### src/rtl/core/body_envelope_framer_assert.svh
// Assertion macros shared by the body envelope framer RTL
`ifndef BODY_ENVELOPE_FRAMER_ASSERT_SVH
`define BODY_ENVELOPE_FRAMER_ASSERT_SVH

// Plain property, checked on every clock outside reset
`define BEF_ASSERT(lbl, prop) \
    lbl: assert property (@(posedge aclk) disable iff (!aresetn) (prop)) \
        else $error("%m: check failed");

// Same-cycle implication
`define BEF_ASSERT_IMPL(lbl, ante, cons) \
    lbl: assert property (@(posedge aclk) disable iff (!aresetn) (ante) |-> (cons)) \
        else $error("%m: implication failed");

// Next-cycle implication
`define BEF_ASSERT_NEXT(lbl, ante, cons) \
    lbl: assert property (@(posedge aclk) disable iff (!aresetn) (ante) |=> (cons)) \
        else $error("%m: next-cycle implication failed");

`endif

### src/rtl/core/bef_pkg.sv
// Package: constants, types and helpers of the body envelope framer
`default_nettype none

package bef_pkg;

    localparam int MAX_LEN_BITS = 16;
    localparam int CNT_W        = MAX_LEN_BITS;
    localparam int OFF_W        = 16;

    localparam logic [7:0] CH_LT    = 8'h3C;
    localparam logic [7:0] CH_GT    = 8'h3E;
    localparam logic [7:0] CH_SLASH = 8'h2F;
    localparam logic [7:0] CH_B     = 8'h62;
    localparam logic [7:0] CH_O     = 8'h6F;
    localparam logic [7:0] CH_D     = 8'h64;
    localparam logic [7:0] CH_Y     = 8'h79;
    localparam logic [7:0] CH_TAB   = 8'h09;
    localparam logic [7:0] CH_LF    = 8'h0A;
    localparam logic [7:0] CH_CR    = 8'h0D;
    localparam logic [7:0] CH_SP    = 8'h20;
    localparam logic [7:0] CH_SQ    = 8'h27;
    localparam logic [7:0] CH_DQ    = 8'h22;

    // Last index into "<body" during the name match
    localparam logic [2:0] OPEN_LAST_IDX = 3'd4;

    typedef enum logic [6:0] {
        PH_LEAD  = 7'b0000001,
        PH_MATCH = 7'b0000010,
        PH_DELIM = 7'b0000100,
        PH_SCAN  = 7'b0001000,
        PH_SLASH = 7'b0010000,
        PH_OPEN  = 7'b0100000,
        PH_SELF  = 7'b1000000
    } phase_t;

    typedef enum logic [9:0] {
        TL_IDLE  = 10'b0000000001,
        TL_M1    = 10'b0000000010,
        TL_M2    = 10'b0000000100,
        TL_M3    = 10'b0000001000,
        TL_M4    = 10'b0000010000,
        TL_M5    = 10'b0000100000,
        TL_NAME6 = 10'b0001000000,
        TL_WS1   = 10'b0010000000,
        TL_GT    = 10'b0100000000,
        TL_WS2   = 10'b1000000000
    } tail_t;

    // Start tag parser view after the current byte
    typedef struct packed {
        logic             failed;
        logic             closing_seen;
        logic             is_open;
        logic             is_self;
        logic [CNT_W-1:0] tag_end;
    } phase_stat_t;

    // Closing tag matcher view after the current byte
    typedef struct packed {
        logic             closed_ok;
        logic [CNT_W-1:0] tag_pos;
    } tail_stat_t;

    function automatic logic is_ws(input logic [7:0] c);
        return (c == CH_SP) || (c == CH_LF) || (c == CH_TAB) || (c == CH_CR);
    endfunction

    // Expected byte of "<body" at index 1..4
    function automatic logic [7:0] open_char(input logic [2:0] idx);
        logic [7:0] ch;
        case (idx)
            3'd1:    ch = CH_B;
            3'd2:    ch = CH_O;
            3'd3:    ch = CH_D;
            3'd4:    ch = CH_Y;
            default: ch = 8'h00;
        endcase
        return ch;
    endfunction

endpackage

`default_nettype wire

### src/rtl/core/bef_tail.sv
// Closing tag matcher: tracks "</body" ws* ">" ws* at the end of the message
`default_nettype none

module bef_tail (
    input  wire logic                    aclk,
    input  wire logic                    aresetn,
    input  wire logic                    en,
    input  wire logic                    last,
    input  wire logic [7:0]              data,
    input  wire logic [bef_pkg::CNT_W-1:0] pos,
    output bef_pkg::tail_stat_t          stat
);

    bef_pkg::tail_t                tail_reg, tail_next;
    logic [bef_pkg::CNT_W-1:0]     pos_reg, pos_next;

    always_comb begin
        tail_next = tail_reg;
        pos_next  = pos_reg;
        if (data == bef_pkg::CH_LT) begin
            // a '<' always restarts the match
            tail_next = bef_pkg::TL_M1;
            pos_next  = pos;
        end else begin
            case (tail_reg)
                bef_pkg::TL_M1: begin
                    tail_next = (data == bef_pkg::CH_SLASH) ? bef_pkg::TL_M2 : bef_pkg::TL_IDLE;
                end
                bef_pkg::TL_M2: begin
                    tail_next = (data == bef_pkg::CH_B) ? bef_pkg::TL_M3 : bef_pkg::TL_IDLE;
                end
                bef_pkg::TL_M3: begin
                    tail_next = (data == bef_pkg::CH_O) ? bef_pkg::TL_M4 : bef_pkg::TL_IDLE;
                end
                bef_pkg::TL_M4: begin
                    tail_next = (data == bef_pkg::CH_D) ? bef_pkg::TL_M5 : bef_pkg::TL_IDLE;
                end
                bef_pkg::TL_M5: begin
                    tail_next = (data == bef_pkg::CH_Y) ? bef_pkg::TL_NAME6 : bef_pkg::TL_IDLE;
                end
                bef_pkg::TL_NAME6, bef_pkg::TL_WS1: begin
                    if (bef_pkg::is_ws(data)) begin
                        tail_next = bef_pkg::TL_WS1;
                    end else if (data == bef_pkg::CH_GT) begin
                        tail_next = bef_pkg::TL_GT;
                    end else begin
                        tail_next = bef_pkg::TL_IDLE;
                    end
                end
                bef_pkg::TL_GT, bef_pkg::TL_WS2: begin
                    tail_next = bef_pkg::is_ws(data) ? bef_pkg::TL_WS2 : bef_pkg::TL_IDLE;
                end
                default: begin
                    tail_next = bef_pkg::TL_IDLE;
                end
            endcase
        end
    end

    assign stat.closed_ok = (tail_next == bef_pkg::TL_GT) || (tail_next == bef_pkg::TL_WS2);
    assign stat.tag_pos   = pos_next;

    always_ff @(posedge aclk) begin
        if (!aresetn) begin
            tail_reg <= bef_pkg::TL_IDLE;
            pos_reg  <= '0;
        end else if (en) begin
            if (last) begin
                tail_reg <= bef_pkg::TL_IDLE;
                pos_reg  <= '0;
            end else begin
                tail_reg <= tail_next;
                pos_reg  <= pos_next;
            end
        end
    end

endmodule

`default_nettype wire

### src/rtl/core/bef_phase.sv
// Start tag parser: leading whitespace, "<body", delimiter, quoted scan, self-closing slash
`default_nettype none

module bef_phase (
    input  wire logic                      aclk,
    input  wire logic                      aresetn,
    input  wire logic                      en,
    input  wire logic                      last,
    input  wire logic                      ovf,
    input  wire logic [7:0]                data,
    input  wire logic [bef_pkg::CNT_W-1:0] pos,
    output bef_pkg::phase_stat_t           stat
);

    bef_pkg::phase_t               phase_reg, phase_next;
    logic [2:0]                    idx_reg, idx_next;
    logic                          sq_reg, sq_next;
    logic                          dq_reg, dq_next;
    logic [bef_pkg::CNT_W-1:0]     tag_end_reg, tag_end_next;
    logic                          closing_reg, closing_next;
    logic                          failed_reg, failed_next;
    logic [bef_pkg::CNT_W-1:0]     pos_inc;

    assign pos_inc = pos + bef_pkg::CNT_W'(1);

    always_comb begin
        phase_next   = phase_reg;
        idx_next     = idx_reg;
        sq_next      = sq_reg;
        dq_next      = dq_reg;
        tag_end_next = tag_end_reg;
        closing_next = closing_reg;
        failed_next  = failed_reg | ovf;
        if (!failed_next) begin
            case (phase_reg)
                bef_pkg::PH_LEAD: begin
                    if (!bef_pkg::is_ws(data)) begin
                        if (data == bef_pkg::CH_LT) begin
                            phase_next = bef_pkg::PH_MATCH;
                            idx_next   = 3'd1;
                        end else begin
                            failed_next = 1'b1;
                        end
                    end
                end
                bef_pkg::PH_MATCH: begin
                    if (data != bef_pkg::open_char(idx_reg)) begin
                        failed_next = 1'b1;
                    end else if (idx_reg == bef_pkg::OPEN_LAST_IDX) begin
                        phase_next = bef_pkg::PH_DELIM;
                        idx_next   = 3'd0;
                    end else begin
                        idx_next = idx_reg + 3'd1;
                    end
                end
                bef_pkg::PH_DELIM: begin
                    if (bef_pkg::is_ws(data)) begin
                        phase_next = bef_pkg::PH_SCAN;
                    end else if (data == bef_pkg::CH_GT) begin
                        phase_next   = bef_pkg::PH_OPEN;
                        tag_end_next = pos_inc;
                        closing_next = 1'b1;
                    end else if (data == bef_pkg::CH_SLASH) begin
                        phase_next = bef_pkg::PH_SLASH;
                    end else begin
                        failed_next = 1'b1;
                    end
                end
                bef_pkg::PH_SCAN: begin
                    if (sq_reg) begin
                        if (data == bef_pkg::CH_SQ) sq_next = 1'b0;
                    end else if (dq_reg) begin
                        if (data == bef_pkg::CH_DQ) dq_next = 1'b0;
                    end else if (data == bef_pkg::CH_SQ) begin
                        sq_next = 1'b1;
                    end else if (data == bef_pkg::CH_DQ) begin
                        dq_next = 1'b1;
                    end else if (data == bef_pkg::CH_SLASH) begin
                        phase_next = bef_pkg::PH_SLASH;
                    end else if (data == bef_pkg::CH_GT) begin
                        phase_next   = bef_pkg::PH_OPEN;
                        tag_end_next = pos_inc;
                        closing_next = 1'b1;
                    end
                end
                bef_pkg::PH_SLASH: begin
                    if (data == bef_pkg::CH_GT) begin
                        phase_next   = bef_pkg::PH_SELF;
                        tag_end_next = pos_inc;
                        closing_next = 1'b1;
                    end else begin
                        failed_next = 1'b1;
                    end
                end
                default: begin
                    // start tag closed: ignore further bytes
                end
            endcase
        end
    end

    assign stat.failed       = failed_next;
    assign stat.closing_seen = closing_next;
    assign stat.is_open      = (phase_next == bef_pkg::PH_OPEN);
    assign stat.is_self      = (phase_next == bef_pkg::PH_SELF);
    assign stat.tag_end      = tag_end_next;

    always_ff @(posedge aclk) begin
        if (!aresetn) begin
            phase_reg   <= bef_pkg::PH_LEAD;
            idx_reg     <= 3'd0;
            sq_reg      <= 1'b0;
            dq_reg      <= 1'b0;
            tag_end_reg <= '0;
            closing_reg <= 1'b0;
            failed_reg  <= 1'b0;
        end else if (en) begin
            if (last) begin
                phase_reg   <= bef_pkg::PH_LEAD;
                idx_reg     <= 3'd0;
                sq_reg      <= 1'b0;
                dq_reg      <= 1'b0;
                tag_end_reg <= '0;
                closing_reg <= 1'b0;
                failed_reg  <= 1'b0;
            end else begin
                phase_reg   <= phase_next;
                idx_reg     <= idx_next;
                sq_reg      <= sq_next;
                dq_reg      <= dq_next;
                tag_end_reg <= tag_end_next;
                closing_reg <= closing_next;
                failed_reg  <= failed_next;
            end
        end
    end

endmodule

`default_nettype wire

### src/rtl/core/body_envelope_framer.sv
// Top level of the body envelope framer: input register, parsers, result register
// Flow: an accepted byte waits in the input register until the parse stage takes it;
//   the last byte's result enters the result register, and m_valid, as it leaves.
// Throughput: one byte per cycle; s_ready
//   drops only while a last byte waits for the result register to free up.
// Reset: synchronous, active low aresetn; clears all parser state and both valids.
`default_nettype none

`include "body_envelope_framer_assert.svh"

module body_envelope_framer (
    input  wire logic                      aclk,
    input  wire logic                      aresetn,
    // byte input channel
    input  wire logic                      s_valid,
    output logic                           s_ready,
    input  wire logic [7:0]                s_data_byte,
    input  wire logic                      s_last_byte,
    // result channel
    output logic                           m_valid,
    input  wire logic                      m_ready,
    output logic                           m_found,
    output logic                           m_self_closing,
    output logic [bef_pkg::OFF_W-1:0]      m_start_tag_end,
    output logic [bef_pkg::OFF_W-1:0]      m_content_end
);

    // Input register: holds one accepted transaction for the parse stage
    logic                          in_valid_reg, in_valid_next;
    logic [7:0]                    in_byte_reg;
    logic                          in_last_reg;

    // Byte position within the current message
    logic [bef_pkg::CNT_W-1:0]     count_reg, count_next;
    logic                          ovf;

    // Result register
    logic                          m_valid_reg, m_valid_next;
    logic                          found_reg, self_reg;
    logic [bef_pkg::OFF_W-1:0]     start_end_reg, content_end_reg;

    logic                          advance;
    logic                          found_c, self_c;
    logic [bef_pkg::CNT_W-1:0]     s_end_c, c_end_c;

    bef_pkg::phase_stat_t          phase_stat;
    bef_pkg::tail_stat_t           tail_stat;

    // Advance the parse stage unless a last byte would overwrite a waiting result
    assign advance = in_valid_reg && (!in_last_reg || !m_valid_reg || m_ready);
    assign s_ready = !in_valid_reg || advance;

    always_comb begin
        in_valid_next = in_valid_reg;
        if (s_valid && s_ready) begin
            in_valid_next = 1'b1;
        end else if (advance) begin
            in_valid_next = 1'b0;
        end
    end

    always_ff @(posedge aclk) begin
        if (!aresetn) begin
            in_valid_reg <= 1'b0;
        end else begin
            in_valid_reg <= in_valid_next;
        end
    end

    // Payload: capture on every input transaction
    always_ff @(posedge aclk) begin
        if (s_valid && s_ready) begin
            in_byte_reg <= s_data_byte;
            in_last_reg <= s_last_byte;
        end
    end

    // Saturate at the all-ones position; a byte there fails the frame
    assign ovf = (count_reg == {bef_pkg::CNT_W{1'b1}});

    always_comb begin
        count_next = count_reg;
        if (advance) begin
            if (in_last_reg) begin
                count_next = '0;
            end else if (!ovf) begin
                count_next = count_reg + bef_pkg::CNT_W'(1);
            end
        end
    end

    always_ff @(posedge aclk) begin
        if (!aresetn) begin
            count_reg <= '0;
        end else begin
            count_reg <= count_next;
        end
    end

    bef_phase u_phase (
        .aclk    (aclk),
        .aresetn (aresetn),
        .en      (advance),
        .last    (in_last_reg),
        .ovf     (ovf),
        .data    (in_byte_reg),
        .pos     (count_reg),
        .stat    (phase_stat)
    );

    bef_tail u_tail (
        .aclk    (aclk),
        .aresetn (aresetn),
        .en      (advance),
        .last    (in_last_reg),
        .data    (in_byte_reg),
        .pos     (count_reg),
        .stat    (tail_stat)
    );

    // Decide the frame from the state as it stands after this byte.
    // An open element needs a complete closing tag that starts at or after
    // the end of the start tag; overlap gives not found.
    always_comb begin
        found_c = 1'b0;
        self_c  = 1'b0;
        s_end_c = '0;
        c_end_c = '0;
        if (!phase_stat.failed && phase_stat.closing_seen) begin
            if (phase_stat.is_self) begin
                found_c = 1'b1;
                self_c  = 1'b1;
                s_end_c = phase_stat.tag_end;
                c_end_c = phase_stat.tag_end;
            end else if (phase_stat.is_open && tail_stat.closed_ok &&
                         (tail_stat.tag_pos >= phase_stat.tag_end)) begin
                found_c = 1'b1;
                s_end_c = phase_stat.tag_end;
                c_end_c = tail_stat.tag_pos;
            end
        end
    end

    // Load the result on the last byte of a message; drop it once taken
    always_comb begin
        m_valid_next = m_valid_reg;
        if (advance && in_last_reg) begin
            m_valid_next = 1'b1;
        end else if (m_ready) begin
            m_valid_next = 1'b0;
        end
    end

    always_ff @(posedge aclk) begin
        if (!aresetn) begin
            m_valid_reg <= 1'b0;
        end else begin
            m_valid_reg <= m_valid_next;
        end
    end

    always_ff @(posedge aclk) begin
        if (advance && in_last_reg) begin
            found_reg       <= found_c;
            self_reg        <= self_c;
            start_end_reg   <= bef_pkg::OFF_W'(s_end_c);
            content_end_reg <= bef_pkg::OFF_W'(c_end_c);
        end
    end

    assign m_valid         = m_valid_reg;
    assign m_found         = found_reg;
    assign m_self_closing  = self_reg;
    assign m_start_tag_end = start_end_reg;
    assign m_content_end   = content_end_reg;

    // A new result appears only after a last byte left the parse stage
    `BEF_ASSERT_IMPL(a_result_from_last, $rose(m_valid_reg), $past(advance && in_last_reg))
    // A not-found result carries no flags and zero offsets
    `BEF_ASSERT_IMPL(a_not_found_clean, m_valid_reg && !found_reg,
        !self_reg && (start_end_reg == '0) && (content_end_reg == '0))
    // Input stalls only behind a pending last byte and a blocked result
    `BEF_ASSERT_IMPL(a_stall_reason, !s_ready,
        in_valid_reg && in_last_reg && m_valid_reg && !m_ready)
    // The position restarts from zero after each message
    `BEF_ASSERT_NEXT(a_count_restart, advance && in_last_reg, count_reg == '0)

endmodule

`default_nettype wire
### config.mk
export PLATFORM = sky130hd
export DESIGN_NAME = body_envelope_framer
export DESIGN_NICKNAME = d
export VERILOG_FILES = /design/src/rtl/core/bef_pkg.sv /design/src/rtl/core/bef_tail.sv /design/src/rtl/core/bef_phase.sv /design/src/rtl/core/body_envelope_framer.sv
export VERILOG_INCLUDE_DIRS = /design/src /design/src/rtl/core
export SDC_FILE = /design/constraint.sdc
export NUM_CORES = 1
export LEC_CHECK = 0
export BUFFER_PORTS_ARGS = -buffer_cell sky130_fd_sc_hd__buf_2
export CORE_AREA = 10 10 211 113
export DETAILED_ROUTE_END_ITERATION = 7
export DIE_AREA = 0 0 221 123
export GPL_ROUTABILITY_DRIVEN = 0
export MAX_ROUTING_LAYER = met4
export SYNTH_ARGS = -nofsm -noshare
export SYNTH_HDL_FRONTEND = slang
export SYNTH_SLANG_ARGS = --single-unit
### constraint.sdc
create_clock -name aclk -period 13 [get_ports aclk]
set_clock_uncertainty 0.05 [all_clocks]
set_input_delay 0.65 -clock aclk [delete_from_list [all_inputs] [get_ports aclk]]
set_output_delay 0.65 -clock aclk [all_outputs]
set_load 0.05 [all_outputs]
==> qor.csv <==
metric,value,unit
outcome,finished clean,
cts_root_buf,clkbuf_16,
postSynthAreaPerCell,8.98,um^2
ctsResizeCount,0,
arrival,5.58,ns
area_delta_synth_final,15.7,%
power_density,113,nW/um^2
power,0.912,mW
die-area,27200,um^2
diodes,0,
hold_start,s_last_byte,
cts_setup_buffers,0,
fin_hold_ws,0.359,ns
dr.first_iter.drc_count,764,
crit_required,12.99,ns
via_per_inst,5.46,
setup_tns,0,ns
cts_max_path_buffers,2,
rsz0062_at_grt,false,
tightest_slew,1.20,ns
drive_above_1_share,15.5,%
nFillCells,2043,
holdPathEnd,in_last_reg,
synth_edf_count,43,
cts_buffers,17,
rows,37,
first_global_vias,5520,
cts_num_sinks,117,
hold_buffers,0,
cts_tree,done,
drtPass1Iterations,8,
crit_fanout,23,
synth.yosys.seq_area_share,39.8,%
die_y,123,um
pin_count,49,
htree_levels,4,
antenna_found_initial,0,
timing.rr.start,in_byte_reg[0],
cp-end-kind,register,
io_buffers,48,
hold_depth,1,
synth_cell_types,66,
hold_viol,0,
synthFlopType,dfxtp_1,
worstHoldPathType,primary input to register,
final_nets,843,
start_util,34.6,%
leakage,2.78,nW
drc,0,
dpl.hpwl,13800,um
reg2reg_depth,13,
synth.cell_area,6970,um^2
grt_pass1_wl,32300,um
wirelength,20100,um
max_freq,0.179,GHz
clk_latency,0.42,ns
final_common_cell,nand2_1,
period_share,43.0,%
worstSetupStartpointType,register,
ys_warn_count,0,
ant_nets,0,
final_cell_mix,"nand2_1, dfxtp_1, nor2_1, buf_2, o21ai_0",
async_reset_ff_share,0,%
syn_inst,777,
multi_input_area,3950,um^2
grt_usage,15.1,%
wl_per_cell,18.3,um
drv_slew,0,
slew_headroom,17.7,%
overflow,0,
vdd_drop_max,78.5,uV
synth-seq-cells,117,
seq_area,2770,um^2
synth_fp_nets,812,
clk_pin_slew,0.06,ns
grt_start_max_net_pins,74,
reg2reg_to,m_content_end[0],
vias,5974,
fin_crit,5.59,ns
setup_viol,0,
max-cap-violations,0,
criticalPathCategory,register to register,
dieWidth,221,um
r2r_slack,7.41,ns
core,20200,um^2
metal layers:
| layer | up-vias | share of wire [%] | global-route usage (%) | routed length [um] |
|---|---|---|---|---|
| met5 | - | 0 | - | 0 |
| li1 | 2909 | - | - | - |
| met1 | 2809 | 54 | 23.2 | 10800 |
| met4 | 0 | 0.66 | 3.11 | 132 |
| met2 | 242 | 37 | 18.6 | 7430 |
| met3 | 14 | 8.7 | 3.70 | 1740 |
cell families after synthesis:
logic type / share of synthesized area, %
xor+xnor: 2.51
buf+inv: 3.98
mux: 1.29
flops: 39.8
simple gates: 28.0
compound gates: 20.5
fa+ha+maj: 3.95
cells in the mapped netlist (9+ instances only):
library cell  number  area, um^2
xor2_1             9        78.8
and2_1            31         194
ha_1              22         275
nor2_1            53         199
edfxtp_1          43        1290
clkbuf_1          35         131
a2111oi_4         12         330
nand2b_1          12        75.1
nor2b_1           39         244
a22oi_1           34         255
nand2_1           99         372
nand3_1           16        80.1
inv_1             16        60.1
mux2i_1            9        90.1
a21oi_1           28         140
nor3_1            37         185
o21ai_0           46         230
dfxtp_1           74        1480
buf_2              9        45.0
xnor2_1           11        96.3
or3_1             10        62.6
nor4_1            14        87.6
worst max-delay path by stage:
stage,startpoint,end,slack (ns)
2_1_floorplan,u_phase.phase_reg[0],m_start_tag_end[6],8.80
3_3_place_gp,in_byte_reg[0],m_content_end[0],7.63
3_5_place_dp,in_byte_reg[0],m_content_end[0],7.50
4_1_cts,in_byte_reg[0],m_content_end[0],7.41
5_1_grt,in_byte_reg[0],m_content_end[0],7.00
6_report,in_byte_reg[0],m_content_end[0],7.41
cell type report:
type                       count  share of cell area [%]
timing repair buffer          61                    4.19
sequential                   117                    34.4
inverter                      16                   0.745
clock buffer                  18                    5.44
tap                          273                    4.23
clock inverter                14                    2.05
multi-input combinational    595                    49.0
report_power, final:
group          leakage, nW  internal [mW]  switching (mW)  total, mW
combinational         1.47         0.0106          0.0280     0.0386
sequential            1.03          0.383         0.00572      0.389
clock                0.290          0.293           0.192      0.485
total                 2.78          0.686           0.226      0.912
metrics by stage:
stage	worst slack (ns)	cell area (um^2)	util (%)	instances
after floorplan	8.80	6970	-	777
after global placement	7.63	7460	37.0	1062
after detailed placement	7.50	7460	37.0	1062
after CTS	7.41	8070	40.0	1094
after global routing	7.00	8070	40.0	1094
final	7.41	8070	40.0	1094
critical path: stages, from the launching register on:
cell,delay (ns)
edfxtp_1,0.59
nand4bb_1,0.34
or3_1,0.59
nor3b_2,0.24
buf_4,0.33
mux2i_1,0.48
ha_1,0.26
nand3_1,0.09
o31ai_1,0.44
a21oi_1,0.13
o21ai_0,0.19
nor4b_2,0.39
nor2_4,0.05
a2111oi_0,1.04
No activity file was read; power rests on OpenSTA's default activity.
